[src/sv/kmc_pkg.sv]
// shared widths and types for the two-dimensional k-means engine
package kmc_pkg;

   localparam int COORD_W = 16;
   localparam int PIDX_W  = 6;
   localparam int CIDX_W  = 3;
   localparam int ITER_W  = 8;

   typedef logic [COORD_W-1:0] coord_type;
   typedef logic [ITER_W-1:0]  iter_type;

endpackage

[src/sv/kmc_if.sv]
// request, response and register-write channel interfaces of the k-means engine
interface kmc_req_if
   import kmc_pkg::*;
   ();
   logic      valid;
   logic      ready;
   logic      req_type;
   coord_type coord_x;
   coord_type coord_y;
   logic      last_item;

   modport source (output valid, req_type, coord_x, coord_y, last_item, input ready);
   modport sink   (input valid, req_type, coord_x, coord_y, last_item, output ready);
endinterface

interface kmc_rsp_if
   import kmc_pkg::*;
   ();
   logic              valid;
   logic              ready;
   logic [PIDX_W-1:0] point_index;
   logic [CIDX_W-1:0] cluster_index;
   logic              hit_limit;
   logic              last_result;

   modport source (output valid, point_index, cluster_index, hit_limit, last_result,
                   input ready);
   modport sink   (input valid, point_index, cluster_index, hit_limit, last_result,
                   output ready);
endinterface

interface kmc_csr_if
   import kmc_pkg::*;
   ();
   logic     valid;
   logic     ready;
   iter_type data;

   modport source (output valid, data, input ready);
   modport sink   (input valid, data, output ready);
endinterface

[src/sv/kmc_div.sv]
// restoring unsigned divider, one quotient bit per cycle
module kmc_div #(
   parameter int NW = 22,
   parameter int DW = 7
) (
   input  logic          clock,
   input  logic          reset,
   input  logic          start,
   input  logic [NW-1:0] num,
   input  logic [DW-1:0] den,
   output logic          done,
   output logic [NW-1:0] quo
);

   localparam int CW = $clog2(NW + 1);

   logic [NW-1:0] num_ff, num_in;
   logic [NW-1:0] quo_ff, quo_in;
   logic [DW-1:0] rem_ff, rem_in;
   logic [DW-1:0] den_ff, den_in;
   logic [CW-1:0] cnt_ff, cnt_in;
   logic          busy_ff, busy_in;
   logic          done_ff, done_in;
   logic [DW:0]   trial;

   assign trial = {rem_ff, num_ff[NW-1]};

   always_comb begin
      num_in  = num_ff;
      quo_in  = quo_ff;
      rem_in  = rem_ff;
      den_in  = den_ff;
      cnt_in  = cnt_ff;
      busy_in = busy_ff;
      done_in = 1'b0;
      if (start) begin
         num_in  = num;
         den_in  = den;
         rem_in  = '0;
         quo_in  = '0;
         cnt_in  = '0;
         busy_in = 1'b1;
      end else if (busy_ff) begin
         num_in = {num_ff[NW-2:0], 1'b0};
         if (trial >= {1'b0, den_ff}) begin
            rem_in = DW'(trial - {1'b0, den_ff});
            quo_in = {quo_ff[NW-2:0], 1'b1};
         end else begin
            rem_in = trial[DW-1:0];
            quo_in = {quo_ff[NW-2:0], 1'b0};
         end
         cnt_in = cnt_ff + 1'b1;
         if (cnt_ff == CW'(NW - 1)) begin
            busy_in = 1'b0;
            done_in = 1'b1;
         end
      end
   end

   always_ff @(posedge clock) begin
      if (reset) begin
         busy_ff <= 1'b0;
         done_ff <= 1'b0;
         cnt_ff  <= '0;
      end else begin
         busy_ff <= busy_in;
         done_ff <= done_in;
         cnt_ff  <= cnt_in;
      end
      num_ff <= num_in;
      quo_ff <= quo_in;
      rem_ff <= rem_in;
      den_ff <= den_in;
   end

   assign done = done_ff;
   assign quo  = quo_ff;

endmodule

[src/sv/kmeans_2d_cluster_engine.sv]
// two-dimensional k-means engine: load stores, assign/update passes, per-point results
//
//  channel | dir | handshake     | carries
//  req     | in  | valid/ready   | req_type, coord_x, coord_y, last_item
//  rsp     | out | valid/ready   | point_index, cluster_index, hit_limit, last_result
//  csr     | in  | valid/ready   | data = max_iterations
//
// loading takes one request per cycle; a request with last_item starts the run
// one pass: each point is labelled with its nearest center and summed into that
// center's accumulator; each center with members then takes the truncated mean
// from NW-bit serial dividers, NW = 16 + clog2(MAX_POINTS+1); a final assign follows
// results go out one at a time; rsp stalls hold the engine, req waits meanwhile
// reset (synchronous) clears control and the run start sweeps the accumulators
module kmeans_2d_cluster_engine
   import kmc_pkg::*;
#(
   parameter int MAX_POINTS   = 64,
   parameter int MAX_CLUSTERS = 8
) (
   input  logic clock,
   input  logic reset,
   kmc_req_if.sink   req,
   kmc_rsp_if.source rsp,
   kmc_csr_if.sink   csr
);

   localparam int PIW  = (MAX_POINTS > 1) ? $clog2(MAX_POINTS) : 1;
   localparam int PCW  = $clog2(MAX_POINTS + 1);
   localparam int CIW  = (MAX_CLUSTERS > 1) ? $clog2(MAX_CLUSTERS) : 1;
   localparam int CCW  = $clog2(MAX_CLUSTERS + 1);
   localparam int SUMW = COORD_W + PCW;
   localparam int ACCW = PCW + 2 * SUMW;
   localparam int PTW  = 2 * COORD_W;

   localparam logic [3:0] S_IDLE  = 4'd0;
   localparam logic [3:0] S_START = 4'd1;
   localparam logic [3:0] S_CLR   = 4'd2;
   localparam logic [3:0] S_ARD   = 4'd3;
   localparam logic [3:0] S_ADIF  = 4'd4;
   localparam logic [3:0] S_ASQ   = 4'd5;
   localparam logic [3:0] S_ACMP  = 4'd6;
   localparam logic [3:0] S_AWR   = 4'd7;
   localparam logic [3:0] S_AACC  = 4'd8;
   localparam logic [3:0] S_URD   = 4'd9;
   localparam logic [3:0] S_UDIV  = 4'd10;
   localparam logic [3:0] S_UWAIT = 4'd11;
   localparam logic [3:0] S_UWB   = 4'd12;
   localparam logic [3:0] S_ERD   = 4'd13;
   localparam logic [3:0] S_EOUT  = 4'd14;

   // memories
   logic [PTW-1:0]  pt_mem  [MAX_POINTS];
   logic [CIW-1:0]  lab_mem [MAX_POINTS];
   logic [PTW-1:0]  cen_mem [MAX_CLUSTERS];
   logic [ACCW-1:0] acc_mem [MAX_CLUSTERS];
   logic [PTW-1:0]  pt_q_ff, cen_q_ff;
   logic [CIW-1:0]  lab_q_ff;
   logic [ACCW-1:0] acc_q_ff;

   logic            pt_we,  cen_we,  lab_we,  acc_we;
   logic            pt_re,  cen_re,  lab_re,  acc_re;
   logic [PIW-1:0]  pt_wa,  pt_ra,  lab_a;
   logic [CIW-1:0]  cen_wa, cen_ra, acc_wa, acc_ra;
   logic [PTW-1:0]  pt_wd,  cen_wd;
   logic [CIW-1:0]  lab_wd;
   logic [ACCW-1:0] acc_wd;

   // control
   logic [3:0]     state_ff, state_in;
   logic [PCW-1:0] pcnt_ff, pcnt_in, i_ff, i_in;
   logic [CCW-1:0] ccnt_ff, ccnt_in, c_ff, c_in;
   logic [CIW-1:0] best_ff, best_in;
   logic [PTW:0]   bestd_ff, bestd_in;
   coord_type      dx_ff, dx_in, dy_ff, dy_in;
   logic [PTW-1:0] sqx_ff, sqx_in, sqy_ff, sqy_in;
   iter_type       pass_ff, pass_in, maxit_ff;
   logic           moved_ff, moved_in, hit_ff, hit_in;
   logic           final_ff, final_in, nocen_ff, nocen_in;

   logic           req_acc, rsp_acc;
   coord_type      px, py, cx, cy, qx, qy;
   logic [PTW:0]   sq_sum;
   logic [8:0]     cap;
   logic           moved_now;
   logic           div_start, divx_done, divy_done;
   logic [SUMW-1:0] quox, quoy;
   logic [PCW-1:0] acc_cnt;
   logic [SUMW-1:0] acc_sx, acc_sy;

   assign req.ready = (state_ff == S_IDLE);
   assign csr.ready = 1'b1;
   assign req_acc   = req.valid & req.ready;
   assign rsp_acc   = rsp.valid & rsp.ready;

   assign px      = pt_q_ff[PTW-1:COORD_W];
   assign py      = pt_q_ff[COORD_W-1:0];
   assign cx      = cen_q_ff[PTW-1:COORD_W];
   assign cy      = cen_q_ff[COORD_W-1:0];
   assign acc_cnt = acc_q_ff[ACCW-1:2*SUMW];
   assign acc_sy  = acc_q_ff[2*SUMW-1:SUMW];
   assign acc_sx  = acc_q_ff[SUMW-1:0];
   assign qx      = quox[COORD_W-1:0];
   assign qy      = quoy[COORD_W-1:0];
   assign sq_sum  = {1'b0, sqx_ff} + {1'b0, sqy_ff};
   assign cap     = (maxit_ff == '0) ? 9'd1 : {1'b0, maxit_ff};
   assign moved_now = moved_ff | ((acc_cnt != '0) && ((qx != cx) || (qy != cy)));
   assign div_start = (state_ff == S_UDIV) && (acc_cnt != '0);

   kmc_div #(.NW(SUMW), .DW(PCW)) u_divx (
      .clock(clock), .reset(reset), .start(div_start),
      .num(acc_sx), .den(acc_cnt), .done(divx_done), .quo(quox)
   );

   kmc_div #(.NW(SUMW), .DW(PCW)) u_divy (
      .clock(clock), .reset(reset), .start(div_start),
      .num(acc_sy), .den(acc_cnt), .done(divy_done), .quo(quoy)
   );

   always_comb begin
      state_in = state_ff;
      pcnt_in  = pcnt_ff;
      ccnt_in  = ccnt_ff;
      i_in     = i_ff;
      c_in     = c_ff;
      best_in  = best_ff;
      bestd_in = bestd_ff;
      dx_in    = dx_ff;
      dy_in    = dy_ff;
      sqx_in   = sqx_ff;
      sqy_in   = sqy_ff;
      pass_in  = pass_ff;
      moved_in = moved_ff;
      hit_in   = hit_ff;
      final_in = final_ff;
      nocen_in = nocen_ff;

      pt_we  = 1'b0;
      pt_wa  = pcnt_ff[PIW-1:0];
      pt_wd  = {req.coord_x, req.coord_y};
      pt_re  = 1'b0;
      pt_ra  = i_ff[PIW-1:0];
      cen_we = 1'b0;
      cen_wa = ccnt_ff[CIW-1:0];
      cen_wd = {req.coord_x, req.coord_y};
      cen_re = 1'b0;
      cen_ra = c_ff[CIW-1:0];
      lab_we = 1'b0;
      lab_re = 1'b0;
      lab_a  = i_ff[PIW-1:0];
      lab_wd = best_ff;
      acc_we = 1'b0;
      acc_wa = c_ff[CIW-1:0];
      acc_wd = '0;
      acc_re = 1'b0;
      acc_ra = best_ff;

      unique case (state_ff)
         S_IDLE: begin
            if (req_acc) begin
               if (!req.req_type) begin
                  if (pcnt_ff < PCW'(MAX_POINTS)) begin
                     pt_we   = 1'b1;
                     pcnt_in = pcnt_ff + 1'b1;
                  end
               end else begin
                  if (ccnt_ff < CCW'(MAX_CLUSTERS)) begin
                     cen_we  = 1'b1;
                     ccnt_in = ccnt_ff + 1'b1;
                  end
               end
               if (req.last_item) begin
                  state_in = S_START;
               end
            end
         end
         S_START: begin
            pass_in  = '0;
            hit_in   = 1'b0;
            final_in = 1'b0;
            moved_in = 1'b0;
            nocen_in = (ccnt_ff == '0);
            i_in     = '0;
            c_in     = '0;
            if (pcnt_ff == '0) begin
               ccnt_in  = '0;
               state_in = S_IDLE;
            end else if (ccnt_ff == '0) begin
               state_in = S_ERD;
            end else begin
               state_in = S_CLR;
            end
         end
         S_CLR: begin
            acc_we = 1'b1;
            c_in   = c_ff + 1'b1;
            if (c_ff == ccnt_ff - 1'b1) begin
               i_in     = '0;
               state_in = S_ARD;
            end
         end
         S_ARD: begin
            pt_re    = 1'b1;
            cen_re   = 1'b1;
            cen_ra   = '0;
            c_in     = '0;
            state_in = S_ADIF;
         end
         S_ADIF: begin
            dx_in    = (px >= cx) ? px - cx : cx - px;
            dy_in    = (py >= cy) ? py - cy : cy - py;
            state_in = S_ASQ;
         end
         S_ASQ: begin
            sqx_in   = dx_ff * dx_ff;
            sqy_in   = dy_ff * dy_ff;
            state_in = S_ACMP;
         end
         S_ACMP: begin
            // strict compare keeps the lower index on a tie
            if ((c_ff == '0) || (sq_sum < bestd_ff)) begin
               bestd_in = sq_sum;
               best_in  = c_ff[CIW-1:0];
            end
            if (c_ff == ccnt_ff - 1'b1) begin
               state_in = S_AWR;
            end else begin
               c_in     = c_ff + 1'b1;
               cen_re   = 1'b1;
               cen_ra   = CIW'(c_ff + 1'b1);
               state_in = S_ADIF;
            end
         end
         S_AWR: begin
            lab_we = 1'b1;
            if (final_ff) begin
               if (i_ff == pcnt_ff - 1'b1) begin
                  i_in     = '0;
                  state_in = S_ERD;
               end else begin
                  i_in     = i_ff + 1'b1;
                  state_in = S_ARD;
               end
            end else begin
               acc_re   = 1'b1;
               state_in = S_AACC;
            end
         end
         S_AACC: begin
            acc_we = 1'b1;
            acc_wa = best_ff;
            acc_wd = {acc_cnt + 1'b1,
                      acc_sy + SUMW'(py),
                      acc_sx + SUMW'(px)};
            if (i_ff == pcnt_ff - 1'b1) begin
               c_in     = '0;
               moved_in = 1'b0;
               state_in = S_URD;
            end else begin
               i_in     = i_ff + 1'b1;
               state_in = S_ARD;
            end
         end
         S_URD: begin
            acc_re   = 1'b1;
            acc_ra   = c_ff[CIW-1:0];
            cen_re   = 1'b1;
            state_in = S_UDIV;
         end
         S_UDIV: begin
            state_in = (acc_cnt != '0) ? S_UWAIT : S_UWB;
         end
         S_UWAIT: begin
            if (divx_done & divy_done) begin
               state_in = S_UWB;
            end
         end
         S_UWB: begin
            // accumulator entry is cleared here for the next pass
            acc_we   = 1'b1;
            moved_in = moved_now;
            if (acc_cnt != '0) begin
               cen_we = 1'b1;
               cen_wa = c_ff[CIW-1:0];
               cen_wd = {qx, qy};
            end
            if (c_ff == ccnt_ff - 1'b1) begin
               pass_in = pass_ff + 1'b1;
               i_in    = '0;
               if (!(moved_now && ({1'b0, pass_ff} + 9'd1 < cap))) begin
                  hit_in   = moved_now;
                  final_in = 1'b1;
               end
               state_in = S_ARD;
            end else begin
               c_in     = c_ff + 1'b1;
               state_in = S_URD;
            end
         end
         S_ERD: begin
            lab_re   = 1'b1;
            state_in = S_EOUT;
         end
         S_EOUT: begin
            if (rsp_acc) begin
               if (i_ff == pcnt_ff - 1'b1) begin
                  pcnt_in  = '0;
                  ccnt_in  = '0;
                  state_in = S_IDLE;
               end else begin
                  i_in     = i_ff + 1'b1;
                  state_in = S_ERD;
               end
            end
         end
         default: begin
            state_in = S_IDLE;
         end
      endcase
   end

   always_ff @(posedge clock) begin
      if (reset) begin
         state_ff <= S_IDLE;
         pcnt_ff  <= '0;
         ccnt_ff  <= '0;
         i_ff     <= '0;
         c_ff     <= '0;
         pass_ff  <= '0;
         moved_ff <= 1'b0;
         hit_ff   <= 1'b0;
         final_ff <= 1'b0;
         nocen_ff <= 1'b0;
         maxit_ff <= iter_type'(32);
      end else begin
         state_ff <= state_in;
         pcnt_ff  <= pcnt_in;
         ccnt_ff  <= ccnt_in;
         i_ff     <= i_in;
         c_ff     <= c_in;
         pass_ff  <= pass_in;
         moved_ff <= moved_in;
         hit_ff   <= hit_in;
         final_ff <= final_in;
         nocen_ff <= nocen_in;
         if (csr.valid & csr.ready) begin
            maxit_ff <= csr.data;
         end
      end
      best_ff  <= best_in;
      bestd_ff <= bestd_in;
      dx_ff    <= dx_in;
      dy_ff    <= dy_in;
      sqx_ff   <= sqx_in;
      sqy_ff   <= sqy_in;
   end

   always_ff @(posedge clock) begin
      if (pt_we) begin
         pt_mem[pt_wa] <= pt_wd;
      end
      if (pt_re) begin
         pt_q_ff <= pt_mem[pt_ra];
      end
   end

   always_ff @(posedge clock) begin
      if (cen_we) begin
         cen_mem[cen_wa] <= cen_wd;
      end
      if (cen_re) begin
         cen_q_ff <= cen_mem[cen_ra];
      end
   end

   always_ff @(posedge clock) begin
      if (lab_we) begin
         lab_mem[lab_a] <= lab_wd;
      end
      if (lab_re) begin
         lab_q_ff <= lab_mem[lab_a];
      end
   end

   always_ff @(posedge clock) begin
      if (acc_we) begin
         acc_mem[acc_wa] <= acc_wd;
      end
      if (acc_re) begin
         acc_q_ff <= acc_mem[acc_ra];
      end
   end

   assign rsp.valid         = (state_ff == S_EOUT);
   assign rsp.point_index   = PIDX_W'(i_ff);
   assign rsp.cluster_index = nocen_ff ? '0 : CIDX_W'(lab_q_ff);
   assign rsp.hit_limit     = hit_ff;
   assign rsp.last_result   = (i_ff == pcnt_ff - 1'b1);

endmodule

[src/flat_wrapper.sv]
// flat-port wrapper written by rule: the top's interface ports become plain ports
module kmeans_2d_cluster_engine_flat import kmc_pkg::*;
#(
   parameter int MAX_POINTS   = 64,
   parameter int MAX_CLUSTERS = 8
)
  (clock, reset, req_valid, req_req_type, req_coord_x, req_coord_y, req_last_item, req_ready, rsp_valid, rsp_point_index, rsp_cluster_index, rsp_hit_limit, rsp_last_result, rsp_ready, csr_valid, csr_data, csr_ready);
  kmc_req_if req_i ();
  kmc_rsp_if rsp_i ();
  kmc_csr_if csr_i ();
  input  logic clock;
  input  logic reset;
  input wire logic [$bits(req_i.valid)-1:0] req_valid;
  input wire logic [$bits(req_i.req_type)-1:0] req_req_type;
  input wire logic [$bits(req_i.coord_x)-1:0] req_coord_x;
  input wire logic [$bits(req_i.coord_y)-1:0] req_coord_y;
  input wire logic [$bits(req_i.last_item)-1:0] req_last_item;
  output wire logic [$bits(req_i.ready)-1:0] req_ready;
  output wire logic [$bits(rsp_i.valid)-1:0] rsp_valid;
  output wire logic [$bits(rsp_i.point_index)-1:0] rsp_point_index;
  output wire logic [$bits(rsp_i.cluster_index)-1:0] rsp_cluster_index;
  output wire logic [$bits(rsp_i.hit_limit)-1:0] rsp_hit_limit;
  output wire logic [$bits(rsp_i.last_result)-1:0] rsp_last_result;
  input wire logic [$bits(rsp_i.ready)-1:0] rsp_ready;
  input wire logic [$bits(csr_i.valid)-1:0] csr_valid;
  input wire logic [$bits(csr_i.data)-1:0] csr_data;
  output wire logic [$bits(csr_i.ready)-1:0] csr_ready;
  assign req_i.valid = req_valid;
  assign req_i.req_type = req_req_type;
  assign req_i.coord_x = req_coord_x;
  assign req_i.coord_y = req_coord_y;
  assign req_i.last_item = req_last_item;
  assign req_ready = req_i.ready;
  assign rsp_valid = rsp_i.valid;
  assign rsp_point_index = rsp_i.point_index;
  assign rsp_cluster_index = rsp_i.cluster_index;
  assign rsp_hit_limit = rsp_i.hit_limit;
  assign rsp_last_result = rsp_i.last_result;
  assign rsp_i.ready = rsp_ready;
  assign csr_i.valid = csr_valid;
  assign csr_i.data = csr_data;
  assign csr_ready = csr_i.ready;
  kmeans_2d_cluster_engine #(.MAX_POINTS(MAX_POINTS), .MAX_CLUSTERS(MAX_CLUSTERS)) u_core (.clock(clock), .reset(reset), .req(req_i), .rsp(rsp_i), .csr(csr_i));
endmodule
[config.mk]
export PLATFORM = sky130hd
export DESIGN_NAME = kmeans_2d_cluster_engine_flat
export DESIGN_NICKNAME = d
export VERILOG_FILES = /design/src/sv/kmc_pkg.sv /design/src/sv/kmc_if.sv /design/src/sv/kmc_div.sv /design/src/sv/kmeans_2d_cluster_engine.sv /design/src/flat_wrapper.sv
export SDC_FILE = /design/constraint.sdc
export NUM_CORES = 2
export LEC_CHECK = 0
export BUFFER_PORTS_ARGS = -buffer_cell sky130_fd_sc_hd__buf_2
export CAP_MARGIN = 30
export CORE_MARGIN = 3
export CORE_UTILIZATION = 47
export DETAILED_ROUTE_END_ITERATION = 7
export PLACE_DENSITY_LB_ADDON = 0.3
export SYNTH_ARGS = -nofsm -noshare
export SYNTH_HDL_FRONTEND = slang
export SYNTH_SLANG_ARGS = --single-unit
[constraint.sdc]
create_clock -name clock -period 9 [get_ports clock]
set_input_delay 1.8 -clock clock [delete_from_list [all_inputs] [get_ports clock]]
set_output_delay 1.8 -clock clock [all_outputs]
set_load 0.01 [all_outputs]
Word level (Yosys, flattened, before mapping)
Memories as Yosys holds them, arrays and structs flattened. A register that Yosys moved wholly into a read port is not among the register bits.
Cells that the tools add are included.

storage, ports and cells
  RAM bits = 2,920
  output and inout port bits = 14
  memories = 4
  bits in latches = 0
  bits of input ports = 47
  bits in read-only memories = 0
  register bits after elaboration = 291

memory list
  memory          depth  bits a word  rd ports  clocked after memory_dff  wr ports  line                            text
  u_core.pt_mem   64     32           1         1                         1         kmeans_2d_cluster_engine.sv:52  logic [PTW-1:0] pt_mem [MAX_POINTS];
  u_core.acc_mem  8      53           1         1                         1         kmeans_2d_cluster_engine.sv:55  logic [ACCW-1:0] acc_mem [MAX_CLUSTERS];
  u_core.cen_mem  8      32           1         1                         1         kmeans_2d_cluster_engine.sv:54  logic [PTW-1:0] cen_mem [MAX_CLUSTERS];
  u_core.lab_mem  64     3            1         1                         1         kmeans_2d_cluster_engine.sv:53  logic [CIW-1:0] lab_mem [MAX_POINTS];

cells by class
  bitwise operators = 6
  magnitude comparators = 8
  reduce and logical (&&, ||, !) cells = 36
  mux-type cells = 100
  equality and inequality tests = 37
  divide/modulo/power cells = 0
  multiply operators = 2
  shift operators = 0
  add/sub/neg operators = 20

operators by type and width
  cell                 number
  $mux 23              4
  $mux 7               12
  $mux 4               19
  $mul 16x16->32       2
  $mux 32              2
  $sub 16x16->16       4
  $pmux 4 s15          1
  $mux 53              1
  $add 23x16->23       2
  $mux 1               37
  $pmux 7 s5           1
  $add 32x32->33       1
  $lt 33x33->1         1
  $ge 16x16->1         2
  $mux 16              2
  $ne 16x16->1         2
  $eq 4x4->1 const B   7
  $ne 2x2->1 const B   11
  $add 7x1->7 const B  3
  $mux 3               7
  $eq 4x3->1 const B   4
  $ge 8x7->1           2
  $mux 8               2
  $pmux 4 s4           1
  other kinds (44)     79

Logic depth before layout (Yosys ltp)
  depth in word-level cells = 8
  depth in mapped cells = 27
  mapped depth without buffers = 26

Hierarchy
From an unflattened synthesis, not the netlist that was laid out.

unflattened totals
  cells, all modules = 9,631
  area, all modules = 145,520.8 µm²

by module, submodules not included
  module                    instances  area an instance (µm²)  cells each
  kmeans_2d_cluster_engine  1          139,655.2               9,137
  kmc_div                   2          2,932.8                 247

Least setup slack after synthesis
OpenSTA, ideal clock, no wires.

  path kind = register to register
  start point = register u_core.sqy_ff[3]
  end point = register u_core.best_ff[0], enable pin
  setup slack = 2.328 ns
  buffers on the path = 0
  stages on the path, launching flop included = 19
  data arrival time = 6.193 ns
  path through = edfxtp_1 ha_1 a211oi_1 o21a_1 o311a_1 o21ai_1 o31a_1 a41o_1 a32o_1 or2_2 a21oi_1 xnor2_1 ha_1 nor2b_1 o21ai_0 nand2b_1 a21oi_1 o221ai_1 o21ai_0

between the ends
  word-level cells in the longest chain between the ends = 4

ends and longest elaborated chain
  element                            line                             text
  start, declared                    kmeans_2d_cluster_engine.sv:75   logic [PTW-1:0] sqx_ff, sqx_in, sqy_ff, sqy_in;
  start signal, assigned             kmeans_2d_cluster_engine.sv:354  sqy_ff <= sqy_in;
  $add 32x32->33                     kmeans_2d_cluster_engine.sv:104  assign sq_sum = {1'b0, sqx_ff} + {1'b0, sqy_ff};
  named net u_core.sq_sum[28]        kmeans_2d_cluster_engine.sv:82   logic [PTW:0] sq_sum;
  $lt 33x33->1                       kmeans_2d_cluster_engine.sv:220  if ((c_ff == '0) || (sq_sum < bestd_ff)) begin
  $logic_or 1x1->1                   kmeans_2d_cluster_engine.sv:220
  $reduce_and 2->1 (no source line)  --
  end signal, assigned               kmeans_2d_cluster_engine.sv:349  best_ff <= best_in;
  end, declared                      kmeans_2d_cluster_engine.sv:72   logic [CIW-1:0] best_ff, best_in;

The timed path passes the listed nets, and every way through them passes these cells.
A chain may end at the register's enable or synchronous reset.

Worst setup path in the final report
  start point = register u_core.dx_ff[6]
  end point = register u_core.sqx_ff[30], data pin

between the ends
  word-level cells in the longest chain between the ends = 1

ends and longest elaborated chain
  element                 line                             text
  start, declared         kmeans_2d_cluster_engine.sv:74   coord_type dx_ff, dx_in, dy_ff, dy_in;
  start signal, assigned  kmeans_2d_cluster_engine.sv:351  dx_ff <= dx_in;
  $mul 16x16->32          kmeans_2d_cluster_engine.sv:214  sqx_in = dx_ff * dx_ff;
  end signal, assigned    kmeans_2d_cluster_engine.sv:353  sqx_ff <= sqx_in;
  end, declared           kmeans_2d_cluster_engine.sv:75

No other way between the ends.

==> reports/metrics.csv <==
metric;value;unit
status;complete, no violations;
Final Max Slew Viols;0;
r2r setup slk;1790;ps
max_slew headroom;25.7;%
clk slew on worst S/H paths;60;ps
total number of vias;82500;
slowest stage cell, crit path;edfxtp_1;
die area;312000;sq um
PwrDens;203;nW/um^2
Initial Util;47.3;%
hold slack;473;ps
fin crit share;80.1;%
Wirelength per Cell;28.1;um
CP endpoint kind;flip-flop;
CP Data Required Time;9650;ps
Final Cell Area;161000;sq um
number of flops mapped to enable cells by yosys;3223;
Hold Crit Class;flip-flop to flip-flop;
FF+latch count, synth;3329;
initial DRC count;9693;
complex-gate fraction of the synthesized area;9.86;%
initial antenna violation count;24;
yosys warns;0;
TNS Setup;0;ps
Overall Global Routing Usage;24.0;%
first-pass iteration count of the detailed router;6;
Max Cap Viol;0;
CP Launch Point;u_core.dx_ff[6];
Post-Synthesis Cells;9007;
CTS root buf;clkbuf_16;
row cnt;202;
syn avg cell area;15.9;sq um
R2R cell count;20;
Netlist Area Pre-Place;144000;sq um
CP Launch Type;flip-flop;
Synth cell types;88;
Post-Synth Simple-Gate Area;4.18;%
largest family of logic cells by synthesized area;compound AO/OA/AOI/OAI gates;
highest clock rate;0.139;GHz
area growth from synthesis to final layout;12.2;%
critical path type;flip-flop to flip-flop;
Syn Nets;9777;
core box area;304000;sq um
clk_lat worst skew;890;ps
Clock H-tree levels;5;
R2R Path Start;u_core.dx_ff[6];
most frequent CP cell;fa_1;
number of post-CTS setup repair buffers;0;
crit path DAT;7860;ps
Via density;6.09;
share of post-route cells with drive strength above 1;12.8;%
Worst path max stage delay;800;ps
crit path max fanout;17;
CP endpoint;u_core.sqx_ff[30];
Final min period;7210;ps
xor and xnor area share after synthesis;1.44;%
gr ovfl total;0;
CTS resizes;0;
die height;559;um
NumNets Final;9948;
adder-cell share of the synthesized area;8.03;%
final setup fails;0;
Post-Route WL;380;mm
vias in the first global route;83600;
Die Wd;559;um
GPL Wtd Cong;0.847;
worst-margin pin slew;1110;ps
worst reg2reg endpoint;u_core.sqx_ff[30];
DP Area;150000;sq um
RSZ-0062 raised after global routing;no;
Buffers on Ports;59;
drc violations;0;
remaining antenna violation count after routing;0;
DPL Wire Length;221;mm
pre-CTS WS;1820;ps
leakage;55.6;nW
Peak VDD IR;0.223;mV
Final Hold Viols;0;
mux contribution to synthesized area;4.58;%
Synth Flop Type;edfxtp_1;
Post-CTS Hold Fix Bufs;0;
Post-synth ARST share;0;%
total CTS buffers;332;
most common cell after layout, fill and taps aside;edfxtp_1;
Final Skew;85.8;ps
CTS tree;built;
crit path cell chain;nand2_1, fa_1, inv_1, fa_1, fa_1, fa_1, fa_1, inv_1, fa_1, inv_1, ha_1, and4_1, and2_1, a22o_1, a31o_2, a211oi_1, o21ai_0, o41ai_2, or4b_1, o211ai_1;
clock sink count;3329;
Seq/Total Area, Yosys;68.9;%
most frequent cells in the layout;edfxtp_1 (3223), a22oi_1 (685), inv_1 (661);
largest net degree at the start of global routing;107;
CTS Buffer Depth;4;
Final WS setup;1790;ps
I/O Pins;61;
first-pass GRT wire length;556;mm
==> sequential cells by signal (all words and copies together) (netlist names), 8 cells and up <==
| signal | count |
|---|---|
| u_core.pt_mem | 2048 |
| u_core.acc_mem | 424 |
| u_core.cen_mem | 256 |
| u_core.lab_mem | 192 |
| u_core.acc_q_ff | 53 |
| u_core.bestd_ff | 33 |
| u_core.cen_q_ff | 32 |
| u_core.pt_q_ff | 32 |
| u_core.sqx_ff | 31 |
| u_core.sqy_ff | 31 |
| u_core.u_divx.num_ff | 23 |
| u_core.u_divy.num_ff | 23 |
| u_core.dx_ff | 16 |
| u_core.dy_ff | 16 |
| u_core.u_divx.quo | 16 |
| u_core.u_divy.quo | 16 |
| u_core.maxit_ff | 8 |
| u_core.pass_ff | 8 |
==> kinds of logic (layout without fill, tap and decap cells) <==
logic type               Yosys count  in the layout
AND/OR/NAND/NOR                 1236           1236
multiplexers                     406            406
other                              1             12
flip-flops                      3329           3329
XOR/XNOR                         236            236
adder cells (fa/ha/maj)          723            723
buffers and inverters           1123           1560
AO/OA/AOI/OAI                   1953           1953
==> cells in the mapped netlist, drive strengths merged, types with 6 or more instances <==
| master | number | area [sq um] |
|---|---|---|
| nand2 | 249 | 935 |
| o22ai | 6 | 37.5 |
| a211oi | 29 | 218 |
| nand3 | 103 | 515 |
| a31oi | 225 | 1410 |
| a221oi | 227 | 1990 |
| nor4 | 46 | 318 |
| clkbuf | 357 | 1340 |
| o21ai | 91 | 455 |
| mux2i | 68 | 681 |
| nand4 | 91 | 569 |
| nor3 | 49 | 262 |
| a22oi | 685 | 5140 |
| or2 | 11 | 68.8 |
| buf | 104 | 522 |
| and3 | 34 | 213 |
| dfxtp | 106 | 2120 |
| nand2b | 34 | 213 |
| inv | 661 | 2480 |
| o31ai | 6 | 50.1 |
| xnor2 | 160 | 1400 |
| o21a | 14 | 105 |
| a21oi | 261 | 1310 |
| edfxtp | 3223 | 96800 |
| and2 | 102 | 638 |
| xor2 | 76 | 666 |
| ha | 391 | 4890 |
| a21o | 89 | 668 |
| o21bai | 28 | 210 |
| nand3b | 7 | 52.6 |
| a22o | 222 | 1940 |
| fa | 332 | 6650 |
| nor3b | 9 | 67.6 |
| nor2 | 414 | 1560 |
| a211o | 9 | 78.8 |
| mux2 | 168 | 1890 |
| mux4 | 170 | 4010 |
| or3 | 12 | 75.1 |
| o211ai | 10 | 75.1 |
| a31o | 8 | 70.1 |
| nor2b | 53 | 332 |
==> how the worst min path moves through the flow <==
stage	start	endpoint	slack (ps)	cells after the start
2_1_floorplan	u_core.c_ff[1]	u_core.best_ff[1]	430	0
3_3_place_gp	u_core.u_divx.rem_ff[6]	u_core.u_divx.rem_ff[6]	450	2
3_5_place_dp	u_core.u_divx.rem_ff[6]	u_core.u_divx.rem_ff[6]	460	2
4_1_cts	u_core.u_divx.rem_ff[6]	u_core.u_divx.rem_ff[6]	470	2
5_1_grt	u_core.u_divy.rem_ff[6]	u_core.u_divy.rem_ff[6]	510	2
6_report	u_core.u_divx.rem_ff[6]	u_core.u_divx.rem_ff[6]	470	2
==> worst max-delay path, delay by kind of cell, from the launching register on <==
kind	cells	cell delay (ps)
adder cells (fa/ha/maj)	7	3440
AO/OA/AOI/OAI	6	1470
AND/OR/NAND/NOR	4	1150
flip-flops	1	800
buffers and inverters	3	160
==> power by group <==
group | switching, mW | internal (mW) | leakage [nW]
clock network | 5.76 | 8.10 | 5.33
registers | 0.0389 | 17.0 | 30.1
logic | 1.11 | 0.604 | 20.2
total | 6.90 | 25.7 | 55.6
==> per-stage QoR <==
step                      instances  util (%)  total power [mW]
after global routing          13500      53.1              33.6
after floorplan                9007         -              18.4
after CTS                     13500      53.1              32.8
after detailed placement      12900      49.5              19.1
final                         13500      53.1              32.6
after global placement        12900      49.3              19.0
==> per-layer routing <==
| layer | wire [um] | up-vias | GRT usage, % |
|---|---|---|---|
| li1 | - | 35400 | - |
| met4 | 10700 | 12 | 6.63 |
| met1 | 151000 | 42500 | 32.7 |
| met5 | 88 | - | 0 |
| met3 | 35700 | 646 | 4.63 |
| met2 | 183000 | 3924 | 39.6 |
==> area by class of cell <==
| type | instances | area, sq um |
|---|---|---|
| diodes | 11 | 27.5 |
| inverters | 662 | 2480 |
| well taps | 4080 | 5100 |
| clock inverters | 192 | 1920 |
| fillers | 23900 | 142000 |
| multi-input cells | 4555 | 41200 |
| flip-flops and latches | 3329 | 98900 |
| clock buffers | 408 | 8930 |
| repair buffers | 298 | 2520 |
Power figures use the tool's default switching activity.
